$ cat src/rtl/core/slruc_pkg.sv
// ----------------------------------------------------------------------------
// slruc_pkg: shared definitions for the LRU cache tag block
// Configuration types, register indexes, reset values and default sizes.
// ----------------------------------------------------------------------------
package slruc_pkg;

  // Default sizes handed to the top level parameters.
  localparam int unsigned DefMaxSets   = 64;
  localparam int unsigned DefWays      = 8;
  localparam int unsigned DefAddrWidth = 64;
  localparam int unsigned DefCountWidth = 32;

  // Depth of the request queue between front and back.
  localparam int unsigned QueueDepth = 2;

  // Configuration port geometry.
  localparam int unsigned ApbAddrW = 4;
  localparam int unsigned ApbDataW = 32;

  // Register indexes (byte address divided by four).
  localparam logic [1:0] REG_SET_BITS   = 2'd0;
  localparam logic [1:0] REG_BLOCK_BITS = 2'd1;
  localparam logic [1:0] REG_WAYS       = 2'd2;

  // Register reset values.
  localparam logic [2:0] SetBitsRst   = 3'd1;
  localparam logic [4:0] BlockBitsRst = 5'd4;
  localparam logic [3:0] WaysRst      = 4'd8;

  // Access kinds carried in the input tuser.
  typedef enum logic [1:0] {
    CMD_LOAD   = 2'd0,
    CMD_STORE  = 2'd1,
    CMD_MODIFY = 2'd2
  } cmd_e;

  // Programmed configuration as seen by front and back.
  typedef struct packed {
    logic [2:0] set_bits;
    logic [4:0] block_bits;
    logic [3:0] ways;
  } cfg_t;

endpackage

$ cat src/rtl/core/slruc_fifo.sv
// ----------------------------------------------------------------------------
// slruc_fifo: short request queue
// Small register queue that decouples the decode front from the set update.
// ----------------------------------------------------------------------------
module slruc_fifo #(
  parameter int unsigned WIDTH = 8,
  parameter int unsigned DEPTH = slruc_pkg::QueueDepth
) (
  input  logic             clk_i,
  input  logic             rst_ni,
  input  logic             push_i,
  input  logic [WIDTH-1:0] data_i,
  output logic             full_o,
  input  logic             pop_i,
  output logic [WIDTH-1:0] data_o,
  output logic             empty_o
);

  localparam int unsigned PtrW = (DEPTH > 1) ? $clog2(DEPTH) : 1;
  localparam int unsigned CntW = $clog2(DEPTH + 1);

  logic [WIDTH-1:0] slot_q [DEPTH];
  logic [PtrW-1:0]  wr_ptr_q, wr_ptr_d;
  logic [PtrW-1:0]  rd_ptr_q, rd_ptr_d;
  logic [CntW-1:0]  cnt_q, cnt_d;
  logic             do_push, do_pop;

  assign full_o  = (cnt_q == CntW'(DEPTH));
  assign empty_o = (cnt_q == '0);
  assign data_o  = slot_q[rd_ptr_q];
  assign do_push = push_i && !full_o;
  assign do_pop  = pop_i && !empty_o;

  always_comb begin
    wr_ptr_d = wr_ptr_q;
    rd_ptr_d = rd_ptr_q;
    cnt_d    = cnt_q;
    if (do_push) begin
      wr_ptr_d = (wr_ptr_q == PtrW'(DEPTH - 1)) ? '0 : wr_ptr_q + 1'b1;
    end
    if (do_pop) begin
      rd_ptr_d = (rd_ptr_q == PtrW'(DEPTH - 1)) ? '0 : rd_ptr_q + 1'b1;
    end
    if (do_push && !do_pop) begin
      cnt_d = cnt_q + 1'b1;
    end else if (do_pop && !do_push) begin
      cnt_d = cnt_q - 1'b1;
    end
  end

  always_ff @(posedge clk_i or negedge rst_ni) begin
    if (!rst_ni) begin
      wr_ptr_q <= '0;
      rd_ptr_q <= '0;
      cnt_q    <= '0;
    end else begin
      wr_ptr_q <= wr_ptr_d;
      rd_ptr_q <= rd_ptr_d;
      cnt_q    <= cnt_d;
    end
  end

  always_ff @(posedge clk_i) begin
    if (do_push) begin
      slot_q[wr_ptr_q] <= data_i;
    end
  end

endmodule

$ cat config.mk
export PLATFORM = sky130hd
export DESIGN_NAME = slruc_fifo
export DESIGN_NICKNAME = d
export VERILOG_FILES = /design/src/rtl/core/slruc_pkg.sv /design/src/rtl/core/slruc_fifo.sv
export SDC_FILE = /design/constraint.sdc
export NUM_CORES = 1
export LEC_CHECK = 0
export ABC_AREA = 1
export BUFFER_PORTS_ARGS = -buffer_cell sky130_fd_sc_hd__buf_2
export CAP_MARGIN = 10
export CELL_PAD_IN_SITES_DETAIL_PLACEMENT = 0
export CELL_PAD_IN_SITES_GLOBAL_PLACEMENT = 1
export CORE_UTILIZATION = 38
export CTS_CLUSTER_DIAMETER = 50
export DETAILED_ROUTE_END_ITERATION = 10
export GPL_TIMING_DRIVEN = 0
export PLACE_DENSITY = 0.76
export RECOVER_POWER = 50
export SLEW_MARGIN = 40
export SYNTH_ARGS = -nofsm -noshare
export SYNTH_HDL_FRONTEND = slang
export SYNTH_SLANG_ARGS = --single-unit
$ cat constraint.sdc
create_clock -name clk_i -period 1.5 [get_ports clk_i]
set_input_delay 0.3 -clock clk_i [delete_from_list [all_inputs] [get_ports clk_i]]
set_output_delay 0.3 -clock clk_i [all_outputs]
set_load 0.02 [all_outputs]
==> summary.txt <==
Fillers -> 180
router iterations before antenna repair -> 3
clock sink count -> 20
die area -> 0.002319 mm2
Min Clock Period, post-route -> 1509 ps
WL/cell -> 10.81 um
max-slew violations -> 0
f_max -> 0.6626 GHz
share of cells above drive strength 1 -> 0.2718
first-pass GRT wire length -> 2042 um
drt total wl -> 1405 um
CP Max Fanout -> 6
Place WS -> -54.87 ps
Clock Tree Root -> clkbuf_4
Critical path buffers and inverters -> 3
max cap viols -> 0
critical path class -> reg -> out
CP top delay family -> flip-flops
Fin Setup TNS -> -13.15 ps
Seq. cell area -> 580.6 um2
mean post-synth cell area -> 11.09 um2
Critical Path End Type -> output pin
Finish-stage setup viols -> 2
outcome -> complete, but fails checks
Relative slew margins -> 0.7196
Unique masters post-synth -> 14
DRC -> 0
die extent in y -> 48.16 um
DRT iter0 DRCs -> 5
Pwr Density -> 2137 mW/mm2
multi-input logic area -> 203.9 um2
Antenna Nets Post-Route -> 0
Tcrit/Tclk final -> 1.006
Mapped Area -> 809.5 um2
Final WS setup -> -9.261 ps
failing checks -> setup timing
initial antenna violation count -> 0
Core Region -> 0.001982 mm2
Final GP Congestion -> 0.6609
GR Overflow Total -> 0
Clock Skew -> 4.300 ps
antenna diode count -> 0
arrival time worst endpoint -> 1210 ps
Synth Register Bits -> 20
total track usage -> 0.1373
critical path cell sequence -> buf_6, clkinvlp_4, nand2_1, nand2_1, buf_6
Clock Path Buffers -> 2
slowest CP cell -> dfrtp_1
final hold violations -> 0
largest net degree at the start of global routing -> 13
CTS tree -> built
Clk Latency, worst-skew pair -> 300 ps
Core Rows -> 16
Slew @ Worst Pin -> 416.1 ps
dpl hpwl -> 932.4 um
sequential area share after synthesis -> 0.7172
hold crit path type -> in -> reg
Post-Syn Instances -> 73
CP Data Required Time -> 1200 ps
Worst-path clk slew -> 120 ps
vias in the first global route -> 490
synthesized net count -> 86
vias per inst -> 4.477
crit path launch type -> register
Initial Util -> 0.4085
I/O pin count -> 22
RSZ-0062 raised after global routing -> yes
VDD IR max -> 920.3 uV
synth warn -> 0
Num CTS Buffers -> 3
Port Buffers -> 21
CP max stage delay -> 390 ps
Area Overhead vs Synth -> 34.78%
H-Tree Depth -> 1
Final #Nets -> 117
leakage -> 0.4915 nW
via count -> 582
Die Wd -> 48.16 um
==> Yosys cell counts <==
cell type / number / area share
xnor2_1: 1 / 0.011
nand3b_1: 1 / 0.0093
edfxtp_1: 16 / 0.59
nor2_1: 2 / 0.0093
ha_1: 1 / 0.015
nand2_1: 33 / 0.15
nor2_2: 2 / 0.015
dfrtp_1: 4 / 0.12
buf_2: 1 / 0.0062
nand4_1: 1 / 0.0077
inv_2: 1 / 0.0046
nand3_1: 1 / 0.0062
o21ai_0: 2 / 0.012
inv_1: 7 / 0.032
==> routing by layer <==
layer / vias to the layer above / GRT usage / part of all wire
li1: 296 / - / -
met1: 267 / 0.1610 / 0.43
met2: 17 / 0.2267 / 0.52
met3: 2 / 0.04444 / 0.034
met4: 0 / 0.06667 / 0.014
met5: - / 0 / 0
==> worst reg2reg max path: cells and delay by family (launching register included) <==
family                   cells  cell delay, ps
flip-flops                   1             470
AND/OR/NAND/NOR              5             410
adder cells (fa/ha/maj)      1             300
buffers and inverters        1              80
==> final cells by class <==
type,count,area share
inverter,8,0.02982
clock inverter,1,0.02752
multi-input combinational,44,0.1869
buffer,1,0.01032
timing repair inverter,1,0.006881
timing repair buffer,25,0.1548
clock buffer,3,0.02064
tap,27,0.03096
sequential,20,0.5321
==> through the flow <==
step           instances  utilization  power [mW]  cell area, um2  hold slack, ps
2_1_floorplan         73            -       1.413           809.5           4.409
3_3_place_gp         121       0.4785       1.646           948.4           114.3
3_5_place_dp         121       0.4785       1.660           948.4           114.5
4_1_cts              130       0.5297       2.196            1050           174.6
5_1_grt              130       0.5505       2.504            1091           168.3
6_report             130       0.5505       2.331            1091           179.3
==> cell families (layout without fill, tap and decap cells) <==
kind of cell | count (synthesis) | count (layout) | share of synthesized area
adders and majority gates | 1 | 1 | 0.01545
xor gates and xnor gates | 1 | 1 | 0.01082
and+or+nand+nor | 40 | 40 | 0.2009
buffers and inverters | 9 | 39 | 0.04327
AOI/OAI and AO/OA | 2 | 2 | 0.01237
DFF | 20 | 20 | 0.7172
==> repair_timing <==
action                                  in CTS  in global routing
hold endpoints to repair                     4                  0
gates resized for setup                      4                 17
pin swaps                                    0                  2
cloned                                       2                  0
setup buffers                                2                  0
endpoints found under the setup margin      16                 17
hold buffers                                 1                  0
==> where the power goes <==
| group | leakage [nW] | switching (mW) | internal [mW] | total [mW] |
|---|---|---|---|---|
| Sequential | 0.197 | 0.0797 | 0.771 | 0.851 |
| Clock | 0.0279 | 0.166 | 0.270 | 0.436 |
| Combinational | 0.267 | 0.604 | 0.441 | 1.04 |
| Total | 0.492 | 0.849 | 1.48 | 2.33 |
==> cells in the final DEF (no fill, tap or decap), drive strengths merged <==
cell and count:
buf 18, bufinv 1, clkbuf 10, clkinvlp 1, dfrtp 4, dlygate4sd3 1
edfxtp 16, ha 1, inv 8, nand2 33, nand3 1, nand3b 1
nand4 1, nor2 4, o21ai 2, xnor2 1
==> flip-flops by register name (all words and copies together), names as in the netlist <==
name	flops
cnt_q	2
rd_ptr_q	1
wr_ptr_q	1
slot_q	16
==> path summary, 6_finish.rpt <==
| path | start | end | slack, ps | cells after the start |
|---|---|---|---|---|
| worst max-delay path | rd_ptr_q$_DFFE_PN0P_ | data_o[2] | -9 | 5 |
| worst min-delay path | data_i[7] | slot_q[1][7]$_DFFE_PP_ | 180 | 1 |
| worst max register to register | cnt_q[0]$_DFFE_PN0P_ | cnt_q[1]$_DFFE_PN0P_ | 150 | 7 |
| worst min register to register | wr_ptr_q$_DFFE_PN0N_ | wr_ptr_q$_DFFE_PN0N_ | 500 | 2 |
| max in group asynchronous | rst_ni | cnt_q[0]$_DFFE_PN0P_ | 930 | 2 |
| min in group asynchronous | rst_ni | wr_ptr_q$_DFFE_PN0N_ | 360 | 2 |
(Power assumes the default switching activity.)
