[src/rtl/core/slruc_pkg.sv]
// ----------------------------------------------------------------------------
// slruc_pkg: shared definitions for the LRU cache tag block
// Configuration types, register indexes, reset values and default sizes.
// ----------------------------------------------------------------------------
package slruc_pkg;

  // Default sizes handed to the top level parameters.
  localparam int unsigned DefMaxSets   = 64;
  localparam int unsigned DefWays      = 8;
  localparam int unsigned DefAddrWidth = 64;
  localparam int unsigned DefCountWidth = 32;

  // Depth of the request queue between front and back.
  localparam int unsigned QueueDepth = 2;

  // Configuration port geometry.
  localparam int unsigned ApbAddrW = 4;
  localparam int unsigned ApbDataW = 32;

  // Register indexes (byte address divided by four).
  localparam logic [1:0] REG_SET_BITS   = 2'd0;
  localparam logic [1:0] REG_BLOCK_BITS = 2'd1;
  localparam logic [1:0] REG_WAYS       = 2'd2;

  // Register reset values.
  localparam logic [2:0] SetBitsRst   = 3'd1;
  localparam logic [4:0] BlockBitsRst = 5'd4;
  localparam logic [3:0] WaysRst      = 4'd8;

  // Access kinds carried in the input tuser.
  typedef enum logic [1:0] {
    CMD_LOAD   = 2'd0,
    CMD_STORE  = 2'd1,
    CMD_MODIFY = 2'd2
  } cmd_e;

  // Programmed configuration as seen by front and back.
  typedef struct packed {
    logic [2:0] set_bits;
    logic [4:0] block_bits;
    logic [3:0] ways;
  } cfg_t;

endpackage

[src/rtl/core/slruc_front.sv]
// ----------------------------------------------------------------------------
// slruc_front: access decode
// Accepts access requests, splits the address into set and tag, and queues.
// ----------------------------------------------------------------------------
module slruc_front #(
  parameter int unsigned ADDR_WIDTH = slruc_pkg::DefAddrWidth,
  parameter int unsigned SET_W      = 6,
  parameter int unsigned TAG_W      = ADDR_WIDTH - 2
) (
  input  slruc_pkg::cfg_t        cfg_i,
  input  logic                   clearing_i,
  input  logic                   valid_i,
  output logic                   ready_i_o,
  input  logic [1:0]             cmd_i,
  input  logic [ADDR_WIDTH-1:0]  addr_i,
  input  logic                   queue_full_i,
  output logic                   push_o,
  output logic [TAG_W+SET_W:0]   entry_o
);

  logic [2:0]            set_bits_eff;
  logic [4:0]            block_bits_eff;
  logic [5:0]            tag_shift;
  logic [ADDR_WIDTH-1:0] after_block;
  logic [SET_W-1:0]      idx_mask;
  logic [SET_W-1:0]      set_idx;
  logic [TAG_W-1:0]      tag;
  logic                  is_modify;

  always_comb begin
    // Set bits below one count as one; the count is capped by the set store.
    if (cfg_i.set_bits == '0) begin
      set_bits_eff = 3'd1;
    end else if (32'(cfg_i.set_bits) > SET_W) begin
      set_bits_eff = 3'(SET_W);
    end else begin
      set_bits_eff = cfg_i.set_bits;
    end
    block_bits_eff = (cfg_i.block_bits == '0) ? 5'd1 : cfg_i.block_bits;
    tag_shift      = 6'(set_bits_eff) + 6'(block_bits_eff);
    after_block    = addr_i >> block_bits_eff;
    idx_mask       = ~({SET_W{1'b1}} << set_bits_eff);
    set_idx        = after_block[SET_W-1:0] & idx_mask;
    tag            = TAG_W'(addr_i >> tag_shift);
    is_modify      = (cmd_i == slruc_pkg::CMD_MODIFY);
  end

  // No request is taken while the set store is being cleared.
  assign ready_i_o = !queue_full_i && !clearing_i;
  assign push_o    = valid_i && ready_i_o;
  assign entry_o   = {tag, set_idx, is_modify};

endmodule

[config.mk]
export PLATFORM = sky130hd
export DESIGN_NAME = slruc_front
export DESIGN_NICKNAME = d
export VERILOG_FILES = /design/src/rtl/core/slruc_pkg.sv /design/src/rtl/core/slruc_front.sv
export SDC_FILE = /design/constraint.sdc
export NUM_CORES = 1
export LEC_CHECK = 0
export BUFFER_PORTS_ARGS = -buffer_cell sky130_fd_sc_hd__buf_4
export CAP_MARGIN = 10
export CORE_UTILIZATION = 30
export DETAILED_ROUTE_END_ITERATION = 10
export SYNTH_ARGS = -nofsm -noshare
export SYNTH_HDL_FRONTEND = slang
export SYNTH_SLANG_ARGS = --single-unit
[constraint.sdc]
create_clock -name vclk -period 10.6
set_input_delay 2.12 -clock vclk [all_inputs]
set_output_delay 2.12 -clock vclk [all_outputs]
set_load 0.1 [all_outputs]
==> reports/metrics.cfg, run 1 <==
[status]
status=finished, violations left
violations=design-rule violations

[run]
drv_cap=0

[sta]
setup_viol=0
relSlewSlack_pct=28.7
tightest_slew_ps=1070
rsz0062_at_grt=false
final_max_slew_viol_count=0
post-route-min-period_ps=8720
max_freq_ghz=0.115
fin_crit_sh_pct=82.3
setup_tns_ps=0
finalHoldViolations=0

[grt]
gr-total-overflow=0
grt_pass1_wl_um=32700
grt_pass1_vias=5838
grt_start_max_net_pins=60
antenna_found_initial=0
grt.total_usage_pct=20.7

[floorplanning]
dieHeight_um=139
boundaryPins=152
initial_core_util_pct=31.0
die_w_um=139
core_um2=18100
die-area_um2=19300
row_count=49

[clock_tree]
hold_buffers=0
cts.repair.resized=0
postCtsSetupRepairBufs=0

[cells_and_area]
final_cell_mix=159 x buf_4, 148 x mux2i_1, 143 x nor2_1, 72 x mux2_2, 55 x a21oi_1
regArea_um2=0
diodes=0
final_layout_size_suffix_gt1_share_pct=32.7
area_delta_synth_final_pct=19.4
layout_commonest_cell=buf_4
nFlopsAndLatches=0
nClkBuffers=0
nets=929

[pwr]
p_total_mw=1.27
clockPowerShare_pct=0
p_leak_nw=2.98
peakVddDrop_mv=0.257
p_seq_share_pct=0
internal-power_uw=340
switchingPower_uw=928
powerDensity_nw_per_um2=189
switching_share_pct=73.2
combPwrFrac_pct=100.0

[placement]
gp_congestion=0.927
place.port_buffers=148
hpwl_um=16500

[yosys]
yosys_warnings=0
synth_xor_xnor_area_share_pct=0.801
synthCells=758
synth_compound_area_share_pct=21.8
synth_mux_area_share_pct=51.4
syn_area_um2=5630
synth-adder-area-share_pct=1.05
synthDistinctLibCells=59
synth_top_family_by_area=multiplexers
ys_seq_area_share_pct=0
yosys.area_share.simple_pct=17.3
syn_avg_cell_area_um2=7.42
syn_nets=842

[critical_path]
arrival_ps=6600
worst_ep_required_time_ps=8480
critical_path_class=in -> out
startpoint_type=input pin
endpoint_kind=output pin
worst-path-max-fanout=51

[route]
routedWlPerCell_um=19.5
drc=10
wl_um=20900
antenna_left=0
vias=6210
drtIter0Drc=521
drt-pass1-iter-count=8
vias_per_cell=5.79

[hold_path]
hold_path.class=in -> out

[power by group through the flow]
stage | Clock [mW] | Sequential [mW] | Combinational, mW
3_5_place_dp | 0 | 0 | 1.26
5_1_grt | 0 | 0 | 1.33
2_1_floorplan | 0 | 0 | 0.991
3_3_place_gp | 0 | 0 | 1.25
6_report | 0 | 0 | 1.27
4_1_cts | 0 | 0 | 1.26
[cell usage after synthesis (all sizes together), types with 6 or more instances]
master | count | area, um^2
a211oi | 13 | 97.6
a21o | 6 | 45.0
a21oi | 61 | 339
a221oi | 6 | 58.8
and2 | 6 | 40.0
buf | 49 | 307
clkbuf | 25 | 93.8
inv | 7 | 26.3
mux2 | 72 | 811
mux2i | 149 | 1500
mux4 | 26 | 586
nand2 | 47 | 179
nand3 | 9 | 45.0
nor2 | 143 | 537
nor3 | 12 | 60.1
o211ai | 14 | 105
o21ai | 43 | 215
o221ai | 9 | 78.8
[metal layers]
metal  global-route usage (%)  vias to the layer above  routed length [um]
li1                         -                     3016                   -
met1                     29.9                     2864                9870
met2                     31.7                      296                8820
met3                     2.07                       34                1360
met4                     7.78                        0                 846
met5                        0                        -                   0
[through the flow]
| step | hold WS (ps) | setup WS (ps) | instances | utilization, % | instance area [um^2] |
|---|---|---|---|---|---|
| 6_report | 4570 | 1880 | 1072 | 37.0 | 6720 |
| 3_5_place_dp | 4570 | 1990 | 1072 | 37.0 | 6720 |
| 2_1_floorplan | 4480 | 1480 | 758 | - | 5630 |
| 5_1_grt | 4570 | 1590 | 1072 | 37.0 | 6720 |
| 3_3_place_gp | 4570 | 2000 | 1072 | 37.0 | 6720 |
| 4_1_cts | 4570 | 1990 | 1072 | 37.0 | 6720 |
[critical path: stages]
cell and delay, ps:
buf_4 430, nor2_1 250, a21oi_4 200, inv_1 70
ha_2 210, o21ai_0 260, a21o_1 720, nand2_2 810
a21oi_1 490, o22ai_1 120, a221oi_1 470, buf_4 390
[logic make-up (layout without fill, tap and decap cells)]
family,after synthesis,in the layout
mux,247,247
simple gates,235,235
compound gates,187,187
buf+inv,81,166
fa+ha+maj,5,5
xor+xnor,3,3
[worst paths after layout]
path | start | endpoint | slack [ps] | cells after the start
worst min-delay path | cmd_i[0] | entry_o[0] | 4570 | 3
worst max-delay path | cfg_i[5] | entry_o[8] | 1880 | 12
[final cells by class]
class,instances,area (um^2)
Fill cell,1996,11400
Inverter,7,26.3
Multi-Input combinational cell,677,5210
Tap cell,229,287
Timing Repair Buffer,159,1190
(Power assumes the default switching activity.)
==> run 2, diff against run 1 <==
==> constraint.sdc (replaced) <==
create_clock -name vclk -period 7.9
set_input_delay 1.58 -clock vclk [all_inputs]
set_output_delay 1.58 -clock vclk [all_outputs]
set_load 0.1 [all_outputs]
==> reports/metrics.cfg, run 2 (synthesis results as in run 1) <==
[floorplanning]
die-area_um2=19300  ; unchanged
initial_core_util_pct=31.0  ; unchanged
core_um2=18100  ; unchanged
die_w_um=139  ; unchanged
boundaryPins=152  ; unchanged
row_count=49  ; unchanged
dieHeight_um=139  ; unchanged

[route]
drtIter0Drc=615  ; +18%
vias_per_cell=5.77  ; -0.32%
antenna_left=0  ; unchanged
wl_um=21600  ; +3.4%
routedWlPerCell_um=19.9  ; +2.0%
drc=4  ; -6
vias=6277  ; +1.1%
drt-pass1-iter-count=10  ; +2

[placement]
gp_congestion=0.954  ; +2.9%
place.port_buffers=148  ; unchanged
dpl.cell_count=1087  ; +1.4%
hpwl_um=17200  ; +4.0%

[clock_tree]
cts.repair.resized=0  ; unchanged
postCtsSetupRepairBufs=0  ; unchanged
hold_buffers=0  ; unchanged

[sta]
relSlewSlack_pct=33.2  ; +4.5 points
fin_crit_sh_pct=87.3
hold_slack_ps=3490  ; -1080 ps
tightest_slew_ps=998  ; -67.1 ps
final_max_slew_viol_count=0  ; unchanged
setup_tns_ps=0  ; unchanged
setup_viol=0  ; unchanged
max_freq_ghz=0.145
post-route-min-period_ps=6900
finalHoldViolations=0  ; unchanged
rsz0062_at_grt=false

[hold_path]
holdPathStages=3  ; unchanged
holdCritStartpoint=cmd_i[0]
hold_path.class=in -> out
whs_endpoint=entry_o[0]

[critical_path]
worst_ep_required_time_ps=6320  ; -2160 ps
endpoint_kind=output pin
critical_path_class=in -> out
crit_chain=buf_4, nor2_1, a21oi_4, inv_1, ha_2, ha_1, inv_2, mux2i_1, mux2i_1, mux2i_1, nor2_1, nor2_1, o211ai_1, buf_4
arrival_ps=5320  ; -1280 ps
startpoint_type=input pin
worst-path-max-fanout=31  ; -39%
slowest_delay_ps=550  ; -260 ps
slowest_stage=inv_2

[cells_and_area]
multi_input_area_um2=5230  ; +0.41%
nFlopsAndLatches=0  ; unchanged
diodes=0  ; unchanged
layout_commonest_cell=buf_4
final_cell_mix=173 x buf_4, 148 x mux2i_1, 143 x nor2_1, 72 x mux2_2, 55 x a21oi_1
area_delta_synth_final_pct=22.0
final_layout_size_suffix_gt1_share_pct=34.4  ; +1.6 points
regArea_um2=0  ; unchanged
nFillCells=1940  ; -2.8%
nClkBuffers=0  ; unchanged
final_cells=1087  ; +1.4%
nets=944  ; +1.6%

[grt]
grt_pass1_vias=5925  ; +1.5%
grt.total_usage_pct=21.6  ; +0.87 points
grt_pass1_wl_um=34000  ; +3.9%
grt_start_max_net_pins=66  ; +10%
antenna_found_initial=0  ; unchanged
gr-total-overflow=0  ; unchanged

[pwr]
peakVddDrop_mv=0.296  ; +15%
p_leak_nw=3.06  ; +2.8%
powerDensity_nw_per_um2=251  ; +33%

[run]
drv_cap=0  ; unchanged

[status]
violations=design-rule violations
status=finished, violations left

run 2: cell count changes in the layout (fill, tap and decap cells not counted), sizes merged:
| cell | previous run | this run |
|---|---|---|
| buf | 159 | 174 |
run 2: power by group:
group	switching, mW	internal (mW)	total (mW)
combinational	1.25	0.470	1.72
clock	0	0	0
sequential	0	0	0
run 2: how the worst max path moves through the flow:
| stage | from | end | slack, ps | cells after the start |
|---|---|---|---|---|
| after floorplan | cfg_i[6] | entry_o[56] | 20 | 14 |
| after global placement | cfg_i[8] | entry_o[7] | 1070 | 15 |
| after detailed placement | cfg_i[8] | entry_o[26] | 1010 | 15 |
| after CTS | cfg_i[8] | entry_o[26] | 1010 | 15 |
| after global routing | cfg_i[8] | entry_o[29] | 710 | 15 |
| final | cfg_i[8] | entry_o[15] | 1000 | 14 |
run 2: per-stage QoR:
stage	cell area, um^2	setup WS [ps]	util [%]	power [mW]
final	6870	1000	37.8	1.72
after global routing	6870	706	37.8	1.80
after detailed placement	6870	1010	37.8	1.71
after global placement	6870	1070	37.8	1.71
after CTS	6870	1010	37.8	1.71
after floorplan	5650	22.7	-	1.33
run 2: worst max-delay path, delay by kind of cell:
family,cells,cell delay (ps)
buffers and inverters,4,1200
multiplexers,3,990
AND/OR/NAND/NOR,3,700
adder cells (fa/ha/maj),2,480
AO/OA/AOI/OAI,2,320
run 2: area by class of cell:
class,instances,area share (%)
repair buffers,174,19.2
inverters,7,0.383
multi-input cells,677,76.2
well taps,229,4.17
run 2: metal layers:
layer | GRT usage, % | vias up | routed length (um) | part of all wire (%)
li1 | - | 3038 | - | -
met1 | 30.7 | 2931 | 9960 | 46
met2 | 35.2 | 280 | 9610 | 44
met3 | 1.59 | 28 | 1460 | 6.7
met4 | 5.26 | 0 | 592 | 2.7
met5 | 0 | - | 0 | 0
